<file path="config.mk">
export PLATFORM = sky130hd
export DESIGN_NAME = rgba_float_pixel_packer
export DESIGN_NICKNAME = d
export VERILOG_FILES = /design/src/rtl/rfpp_pkg.sv /design/src/rtl/rgba_float_pixel_packer.sv /design/src/rtl/rfpp_lane.sv /design/src/rtl/rfpp_merge.sv
export SDC_FILE = /design/constraint.sdc
export NUM_CORES = 2
export LEC_CHECK = 0
export BUFFER_PORTS_ARGS = -buffer_cell sky130_fd_sc_hd__buf_4
export CAP_MARGIN = 5
export CORE_ASPECT_RATIO = 1.4
export CORE_MARGIN = 5
export CORE_UTILIZATION = 61
export CTS_BUF_LIST = sky130_fd_sc_hd__clkbuf_8
export DETAILED_ROUTE_END_ITERATION = 16
export PLACE_DENSITY = 0.81
export SKIP_LAST_GASP = 1
export SYNTH_ARGS = -nofsm -noshare
export SYNTH_HDL_FRONTEND = slang
export SYNTH_HIERARCHICAL = 1
export SYNTH_SLANG_ARGS = --single-unit
</file>
<file path="constraint.sdc">
create_clock -name aclk -period 11.52 [get_ports aclk]
set_clock_uncertainty 0.05 [all_clocks]
set_input_delay 1.152 -clock aclk [delete_from_list [all_inputs] [get_ports aclk]]
set_output_delay 1.152 -clock aclk [all_outputs]
set_load 0.03 [all_outputs]
</file>
<file path="src/rtl/rfpp_pkg.sv">
package rfpp_pkg;

    localparam logic [3:0] FMT_R4G4          = 4'd0;
    localparam logic [3:0] FMT_R4G4B4A4      = 4'd1;
    localparam logic [3:0] FMT_B4G4R4A4      = 4'd2;
    localparam logic [3:0] FMT_R5G6B5        = 4'd3;
    localparam logic [3:0] FMT_B5G6R5        = 4'd4;
    localparam logic [3:0] FMT_R5G5B5A1      = 4'd5;
    localparam logic [3:0] FMT_B5G5R5A1      = 4'd6;
    localparam logic [3:0] FMT_A1R5G5B5      = 4'd7;
    localparam logic [3:0] FMT_B8G8R8        = 4'd8;
    localparam logic [3:0] FMT_B8G8R8A8      = 4'd9;
    localparam logic [3:0] FMT_A8B8G8R8      = 4'd10;
    localparam logic [3:0] FMT_A2R10G10B10_U = 4'd11;
    localparam logic [3:0] FMT_A2R10G10B10_I = 4'd12;
    localparam logic [3:0] FMT_A2B10G10R10_U = 4'd13;
    localparam logic [3:0] FMT_A2B10G10R10_I = 4'd14;

    localparam int NUM_LANES = 4;
    localparam int CODE_W    = 10;
    localparam int PROD_W    = 34;

    localparam logic [31:0] ONE_BITS  = 32'h3F80_0000;
    localparam logic [31:0] U1023_BITS = 32'h447F_C000;
    localparam logic [31:0] U3_BITS   = 32'h4040_0000;

    typedef struct packed {
        logic [CODE_W-1:0] maxv;
        logic [CODE_W-1:0] mult;
        logic [31:0]       thresh;
    } lane_cfg_t;

    typedef lane_cfg_t [NUM_LANES-1:0] lane_cfg_arr_t;
    typedef logic [NUM_LANES-1:0][CODE_W-1:0] code_arr_t;

    function automatic lane_cfg_t unorm_cfg(input logic [CODE_W-1:0] maxv);
        lane_cfg_t c;
        c.maxv   = maxv;
        c.mult   = maxv;
        c.thresh = ONE_BITS;
        return c;
    endfunction

    function automatic lane_cfg_t uint_cfg(input logic [CODE_W-1:0] maxv,
                                           input logic [31:0] thresh);
        lane_cfg_t c;
        c.maxv   = maxv;
        c.mult   = CODE_W'(1);
        c.thresh = thresh;
        return c;
    endfunction

    // lane order: 0 red, 1 green, 2 blue, 3 alpha
    function automatic lane_cfg_arr_t fmt_cfg(input logic [3:0] fmt);
        lane_cfg_arr_t c;
        case (fmt)
            FMT_R4G4, FMT_R4G4B4A4, FMT_B4G4R4A4: begin
                for (int i = 0; i < NUM_LANES; i++) c[i] = unorm_cfg(10'h00F);
            end
            FMT_R5G6B5, FMT_B5G6R5: begin
                c[0] = unorm_cfg(10'h01F);
                c[1] = unorm_cfg(10'h03F);
                c[2] = unorm_cfg(10'h01F);
                c[3] = unorm_cfg(10'h001);
            end
            FMT_R5G5B5A1, FMT_B5G5R5A1, FMT_A1R5G5B5: begin
                c[0] = unorm_cfg(10'h01F);
                c[1] = unorm_cfg(10'h01F);
                c[2] = unorm_cfg(10'h01F);
                c[3] = unorm_cfg(10'h001);
            end
            FMT_B8G8R8, FMT_B8G8R8A8, FMT_A8B8G8R8: begin
                for (int i = 0; i < NUM_LANES; i++) c[i] = unorm_cfg(10'h0FF);
            end
            FMT_A2R10G10B10_U, FMT_A2B10G10R10_U: begin
                c[0] = unorm_cfg(10'h3FF);
                c[1] = unorm_cfg(10'h3FF);
                c[2] = unorm_cfg(10'h3FF);
                c[3] = unorm_cfg(10'h003);
            end
            FMT_A2R10G10B10_I, FMT_A2B10G10R10_I: begin
                c[0] = uint_cfg(10'h3FF, U1023_BITS);
                c[1] = uint_cfg(10'h3FF, U1023_BITS);
                c[2] = uint_cfg(10'h3FF, U1023_BITS);
                c[3] = uint_cfg(10'h003, U3_BITS);
            end
            default: begin
                for (int i = 0; i < NUM_LANES; i++) c[i] = unorm_cfg(10'h000);
            end
        endcase
        return c;
    endfunction

endpackage

</file>
<file path="src/rtl/rgba_float_pixel_packer.sv">
// Pipeline: input transaction to result valid through the multiply stage, then the round stage.
// Throughput: one pixel per cycle when unstalled; four channel lanes, both stages fully pipelined.
// Backpressure holds stage two; stage one still accepts while empty. Ready follows the output stage.
// Reset: aresetn synchronous active low; clears stage valids and fmt_reg to R4G4.
// Pipeline data registers are not reset.
module rgba_float_pixel_packer
    import rfpp_pkg::*;
(
    input  logic        aclk,
    input  logic        aresetn,
    input  logic        cfg_we,
    input  logic [3:0]  cfg_wdata,
    input  logic        s_valid,
    output logic        s_ready,
    input  logic [31:0] s_red_bits,
    input  logic [31:0] s_green_bits,
    input  logic [31:0] s_blue_bits,
    input  logic [31:0] s_alpha_bits,
    output logic        m_valid,
    input  logic        m_ready,
    output logic [31:0] m_packed_pixel,
    output logic [2:0]  m_byte_count
);

    logic [3:0]    fmt_reg;
    logic          v1_reg, v1_next;
    logic          v2_reg, v2_next;
    logic          en1, en2;
    lane_cfg_arr_t cfg;
    code_arr_t     codes;
    logic [31:0]   lane_in [NUM_LANES];

    assign en2     = !v2_reg || m_ready;
    assign en1     = !v1_reg || en2;
    assign s_ready = en1;
    assign v1_next = en1 ? s_valid : v1_reg;
    assign v2_next = en2 ? v1_reg : v2_reg;
    assign cfg     = fmt_cfg(fmt_reg);

    assign lane_in[0] = s_red_bits;
    assign lane_in[1] = s_green_bits;
    assign lane_in[2] = s_blue_bits;
    assign lane_in[3] = s_alpha_bits;

    always_ff @(posedge aclk) begin
        if (!aresetn) begin
            fmt_reg <= FMT_R4G4;
            v1_reg  <= 1'b0;
            v2_reg  <= 1'b0;
        end else begin
            if (cfg_we) fmt_reg <= cfg_wdata;
            v1_reg <= v1_next;
            v2_reg <= v2_next;
        end
    end

    for (genvar i = 0; i < NUM_LANES; i++) begin : g_lane
        rfpp_lane u_lane (
            .aclk    (aclk),
            .en1     (en1),
            .en2     (en2),
            .bits_in (lane_in[i]),
            .cfg     (cfg[i]),
            .code    (codes[i])
        );
    end

    rfpp_merge u_merge (
        .fmt          (fmt_reg),
        .codes        (codes),
        .packed_pixel (m_packed_pixel),
        .byte_count   (m_byte_count)
    );

    assign m_valid = v2_reg;

`ifndef SYNTHESIS
    a_reset_clears: assert property (@(posedge aclk) !aresetn |=> !m_valid)
        else $error("result valid after reset");
    a_count_nonzero: assert property (@(posedge aclk) disable iff (!aresetn)
        m_valid |-> (m_byte_count != 3'd0))
        else $error("zero byte count");
    a_r4g4_narrow: assert property (@(posedge aclk) disable iff (!aresetn)
        (m_valid && fmt_reg == FMT_R4G4) |-> (m_packed_pixel[31:8] == 24'd0))
        else $error("R4G4 high bits set");
    a_stall_holds_stage: assert property (@(posedge aclk) disable iff (!aresetn)
        (v1_reg && v2_reg && !m_ready) |=> v1_reg)
        else $error("stage one lost a transaction");
`endif

endmodule

</file>
<file path="src/rtl/rfpp_lane.sv">
module rfpp_lane
    import rfpp_pkg::*;
(
    input  logic              aclk,
    input  logic              en1,
    input  logic              en2,
    input  logic [31:0]       bits_in,
    input  lane_cfg_t         cfg,
    output logic [CODE_W-1:0] code
);

    logic              zero_reg, zero_next;
    logic              sat_reg, sat_next;
    logic [PROD_W-1:0] prod_reg, prod_next;
    logic [7:0]        shift_reg, shift_next;
    logic [CODE_W-1:0] maxv_reg;
    logic [CODE_W-1:0] code_reg, code_next;

    logic        is_nan;
    logic [7:0]  exp_eff;
    logic [23:0] mant;

    always_comb begin
        is_nan    = (bits_in[30:23] == 8'hFF) && (bits_in[22:0] != 23'd0);
        zero_next = is_nan || bits_in[31] || (bits_in == 32'd0);
        sat_next  = !zero_next && (bits_in >= cfg.thresh);
        exp_eff   = (bits_in[30:23] == 8'd0) ? 8'd1 : bits_in[30:23];
        mant      = {(bits_in[30:23] != 8'd0), bits_in[22:0]};
        prod_next = PROD_W'(mant) * PROD_W'(cfg.mult);
        shift_next = 8'd150 - exp_eff;
    end

    always_ff @(posedge aclk) begin
        if (en1) begin
            zero_reg  <= zero_next;
            sat_reg   <= sat_next;
            prod_reg  <= prod_next;
            shift_reg <= shift_next;
            maxv_reg  <= cfg.maxv;
        end
    end

    // round product to 24 significant bits (nearest even), then half away to integer
    logic [5:0]        lead;
    logic [3:0]        drop;
    logic [PROD_W-1:0] mask;
    logic [PROD_W-1:0] half_ulp;
    logic              guard, sticky, lsb, rnd_up;
    logic [PROD_W:0]   rounded;
    logic [PROD_W+1:0] scaled;
    logic [CODE_W-1:0] int_code;

    always_comb begin
        lead = 6'd0;
        for (int i = 0; i < PROD_W; i++) begin
            if (prod_reg[i]) lead = 6'(i);
        end
        drop     = (lead > 6'd23) ? 4'(lead - 6'd23) : 4'd0;
        mask     = (PROD_W'(1) << drop) - PROD_W'(1);
        half_ulp = (drop == 4'd0) ? '0 : (PROD_W'(1) << (drop - 4'd1));
        guard    = (prod_reg & half_ulp) != '0;
        sticky   = (prod_reg & mask & ~half_ulp) != '0;
        lsb      = ((prod_reg >> drop) & PROD_W'(1)) != '0;
        rnd_up   = guard && (sticky || lsb);
        rounded  = {1'b0, prod_reg & ~mask} + (rnd_up ? ((PROD_W+1)'(1) << drop) : '0);
        scaled   = {rounded, 1'b0} >> shift_reg;
        int_code = CODE_W'(scaled[PROD_W+1:1]) + CODE_W'(scaled[0]);
        if (zero_reg) begin
            code_next = '0;
        end else if (sat_reg) begin
            code_next = maxv_reg;
        end else begin
            code_next = int_code & maxv_reg;
        end
    end

    always_ff @(posedge aclk) begin
        if (en2) begin
            code_reg <= code_next;
        end
    end

    assign code = code_reg;

endmodule

</file>
<file path="src/rtl/rfpp_merge.sv">
module rfpp_merge
    import rfpp_pkg::*;
(
    input  logic [3:0]  fmt,
    input  code_arr_t   codes,
    output logic [31:0] packed_pixel,
    output logic [2:0]  byte_count
);

    logic [31:0] r, g, b, a;

    always_comb begin
        r = 32'(codes[0]);
        g = 32'(codes[1]);
        b = 32'(codes[2]);
        a = 32'(codes[3]);
        byte_count = 3'd4;
        case (fmt)
            FMT_R4G4: begin
                packed_pixel = g | (r << 4);
                byte_count   = 3'd1;
            end
            FMT_R4G4B4A4: begin
                packed_pixel = a | (b << 4) | (g << 8) | (r << 12);
                byte_count   = 3'd2;
            end
            FMT_B4G4R4A4: begin
                packed_pixel = a | (r << 4) | (g << 8) | (b << 12);
                byte_count   = 3'd2;
            end
            FMT_R5G6B5: begin
                packed_pixel = b | (g << 5) | (r << 11);
                byte_count   = 3'd2;
            end
            FMT_B5G6R5: begin
                packed_pixel = r | (g << 5) | (b << 11);
                byte_count   = 3'd2;
            end
            FMT_R5G5B5A1: begin
                packed_pixel = a | (b << 1) | (g << 6) | (r << 11);
                byte_count   = 3'd2;
            end
            FMT_B5G5R5A1: begin
                packed_pixel = a | (r << 1) | (g << 6) | (b << 11);
                byte_count   = 3'd2;
            end
            FMT_A1R5G5B5: begin
                packed_pixel = b | (g << 5) | (r << 10) | (a << 15);
                byte_count   = 3'd2;
            end
            FMT_B8G8R8: begin
                packed_pixel = b | (g << 8) | (r << 16);
                byte_count   = 3'd3;
            end
            FMT_B8G8R8A8: packed_pixel = b | (g << 8) | (r << 16) | (a << 24);
            FMT_A8B8G8R8: packed_pixel = a | (b << 8) | (g << 16) | (r << 24);
            FMT_A2R10G10B10_U, FMT_A2R10G10B10_I:
                packed_pixel = b | (g << 10) | (r << 20) | (a << 30);
            FMT_A2B10G10R10_U, FMT_A2B10G10R10_I:
                packed_pixel = r | (g << 10) | (b << 20) | (a << 30);
            default: packed_pixel = 32'd0;
        endcase
    end

endmodule

</file>
==> flow_summary_export.csv <==
group,metric,value,unit
yosys,yosysMostFrequentCell,"nand2_1",
floorplan,rows,143,
sta,post-route-min-period,10.89,ns
floorplan,design.core.area,108000,µm²
global_route,globalRouteTotalUtil,0.363,
global_route,grt_pass1_vias,63200,
worst_hold_path,hp-class,"register to register",
clock_tree,clkLatencyLatePin,0.71,ns
clock_tree,path_clk_slew,0.06,ns
place,place_ws,0.0927,ns
detailed_routing,via_count,63100,
place,placed_area,69500,µm²
floorplan,die_area,116000,µm²
pwr,power.density,317,nW/µm²
detailed_routing,wl_per_cell,22.1,µm
sta,worstMarginPinSlew,1.11,ns
critical_path,reg2reg_to,"g_lane[3].u_lane/code[8]$_SDFFCE_PP0P_",
detailed_routing,drc,0,
yosys,synthFlopType,"edfxtp_1",
yosys,synth_seq_cells,278,
clock_tree,holdBufCountCts,0,
critical_path,crit_start,"g_lane[3].u_lane/prod_reg[2]$_DFFE_PP_",
yosys,seq_area_frac_synth,0.123,
final_layout,fin_nets,9536,
sta,finalMaxSlewViolations,0,
run,timing.max_cap.violations,0,
yosys,yosys_warnings,6,
critical_path,critPathLaunchType,"register",
floorplan,die_w,289,µm
clock_tree,cts.sinks,278,
global_route,overflow,0,
critical_path,timing.rr.start,"g_lane[3].u_lane/prod_reg[2]$_DFFE_PP_",
critical_path,path_max_fanout,9,
detailed_routing,drtIter0Drc,6111,
critical_path,end_kind,"register",
place,place_congestion,1.02,
critical_path,path_class,"register to register",
clock_tree,cts_tree,"done",
detailed_routing,first_pass_iters,8,
critical_path,crit_arrival,11.33,ns
floorplan,die_y,400,µm
clock_tree,htree_levels,2,
sta,finalSetupViolCount,0,
pwr,ir_drop,278,µV
clock_tree,clockRootBuffer,"clkbuf_8",
critical_path,r2r_slack,0.63,ns
critical_path,reg2reg_depth,59,
detailed_routing,wl,214000,µm
detailed_routing,viasPerCell,6.51,
place,port_buffers,173,
place,dp.cells,9586,
global_route,grt_max_degree,144,
pwr,leakage,32.0,nW
floorplan,start_util,0.613,
clock_tree,cts_made_buffers,47,
yosys,synthCells,8127,
yosys,synth_cell_type_count,150,
global_route,grt_pass1_wl,339000,µm
global_route,antenna_found_initial,8,
sta,worst_slack,0.635,ns
critical_path,cp.required,11.96,ns
sta,slew_headroom,0.258,
yosys,synth_area_leader_cell,"fa_1",
critical_path,slowest_stage,"or3b_2",
sta,timing.setup.tns,0,ns
final_layout,final_cell_count_no_fill,9696,
critical_path,worstSetupEndpoint,"g_lane[3].u_lane/code[8]$_SDFFCE_PP0P_",
final_layout,fin_area,70900,µm²
outcome,status,"finished clean",
sta,max_freq,91.9,MHz
final_layout,final_util,0.655,
final_layout,drive_above_1_share,0.100,
floorplan,io_pins,174,
detailed_routing,ant_nets,0,
clock_tree,clockBufferDepth,3,
critical_path,critPathMaxStageDelay,0.51,ns
final_layout,area_growth,6.94,%
yosys,synthTopCellsByArea,"fa_1 (21%), edfxtp_1 (12%), ha_1 (9.4%)",
yosys,syn-cell-area,66300,µm²
yosys,synth_top_area_share,0.211,
yosys,synth-edff-count,256,
sta,post-route-period-util,0.945,
yosys,async_flop_share,0,
yosys,synth.avg_cell_area,8.16,µm²
yosys,synth_common_cells,"nand2_1 (1012), inv_1 (828), fa_1 (700)",
critical_path,path_common_cell,"nor3_1",
sta,finalHoldViolations,0,
final_layout,largest_register_ffs,136,
place,dp_hpwl,168000,µm
layout make-up:
class / count / area, µm²
fillers: 9251 / 37300
flip-flops and latches: 278 / 8150
clock buffers: 47 / 647
multi-input cells: 6590 / 53500
inverters: 848 / 3190
well taps: 1450 / 1810
repair buffers: 438 / 3310
diodes: 7 / 17.5
clock inverters: 38 / 274
where the power goes:
group | internal (mW) | leakage, nW | total [mW] | switching [mW]
Clock | 0.455 | 0.508 | 0.925 | 0.469
Combinational | 7.57 | 28.6 | 19.1 | 11.5
Sequential | 1.78 | 2.95 | 2.42 | 0.636
Total | 9.81 | 32.0 | 22.5 | 12.7
worst min-delay path by stage:
stage	start	slack, ns	cells after the start	endpoint
final	cfg[99]$_DFF_P_	0.36	0	g_lane[1].u_lane/maxv_reg[5]$_DFFE_PP_
after global routing	cfg[99]$_DFF_P_	0.38	0	g_lane[1].u_lane/maxv_reg[5]$_DFFE_PP_
after CTS	cfg[99]$_DFF_P_	0.36	0	g_lane[1].u_lane/maxv_reg[5]$_DFFE_PP_
after detailed placement	cfg[99]$_DFF_P_	0.35	0	g_lane[1].u_lane/maxv_reg[5]$_DFFE_PP_
after global placement	cfg[99]$_DFF_P_	0.34	0	g_lane[1].u_lane/maxv_reg[5]$_DFFE_PP_
after floorplan	cfg[99]$_DFF_P_	0.34	0	g_lane[1].u_lane/maxv_reg[5]$_DFFE_PP_
layout by cell type, fill, tap and decap left out, drive strengths merged, types with 90 or more instances in the layout:
cell type,count
xnor2,168
nor4,110
nand3,170
nand2,1016
a21o,122
o21ai,311
fa,700
buf,438
a211oi,90
ha,496
inv,854
and2,461
mux2i,91
nor2,502
nor3,268
edfxtp,256
a21oi,391
per-layer routing:
layer / vias to the layer above / wire, µm / track usage
met2: 3092 / 104000 / 0.623
met5: - / 12 / 0
met3: 785 / 16100 / 0.0446
met4: 2 / 13400 / 0.191
li1: 28500 / - / -
met1: 30700 / 80700 / 0.449
metrics by stage:
| stage | power [mW] | hold slack, ns |
|---|---|---|
| final | 22.5 | 0.362 |
| after global routing | 24.3 | 0.376 |
| after CTS | 21.8 | 0.360 |
| after detailed placement | 20.8 | 0.346 |
| after global placement | 20.5 | 0.341 |
| after floorplan | 15.4 | 0.336 |
worst max-delay path: cells and delay by family, from the launching register on:
family	cells	cell delay, ns
AO/OA/AOI/OAI	16	3.14
XOR/XNOR	1	0.14
adder cells (fa/ha/maj)	6	1.63
buffers and inverters	7	1.08
flip-flops	1	0.42
multiplexers	1	0.27
AND/OR/NAND/NOR	28	3.95
repair_timing:
item                       in CTS  in global routing
gates resized for setup         0                 83
setup buffers                   0                 18
setup endpoints to repair       0                 37
cells by family after synthesis:
logic type,count (synthesis),share of synthesized area
compound gates,1795,0.193
xor+xnor,254,0.0336
fa+ha+maj,1197,0.305
buf+inv,1342,0.0801
flops,278,0.123
mux,153,0.0290
other cells,2,0.000113
simple gates,3106,0.236
Note: power is estimated with default switching activity, not from simulation.
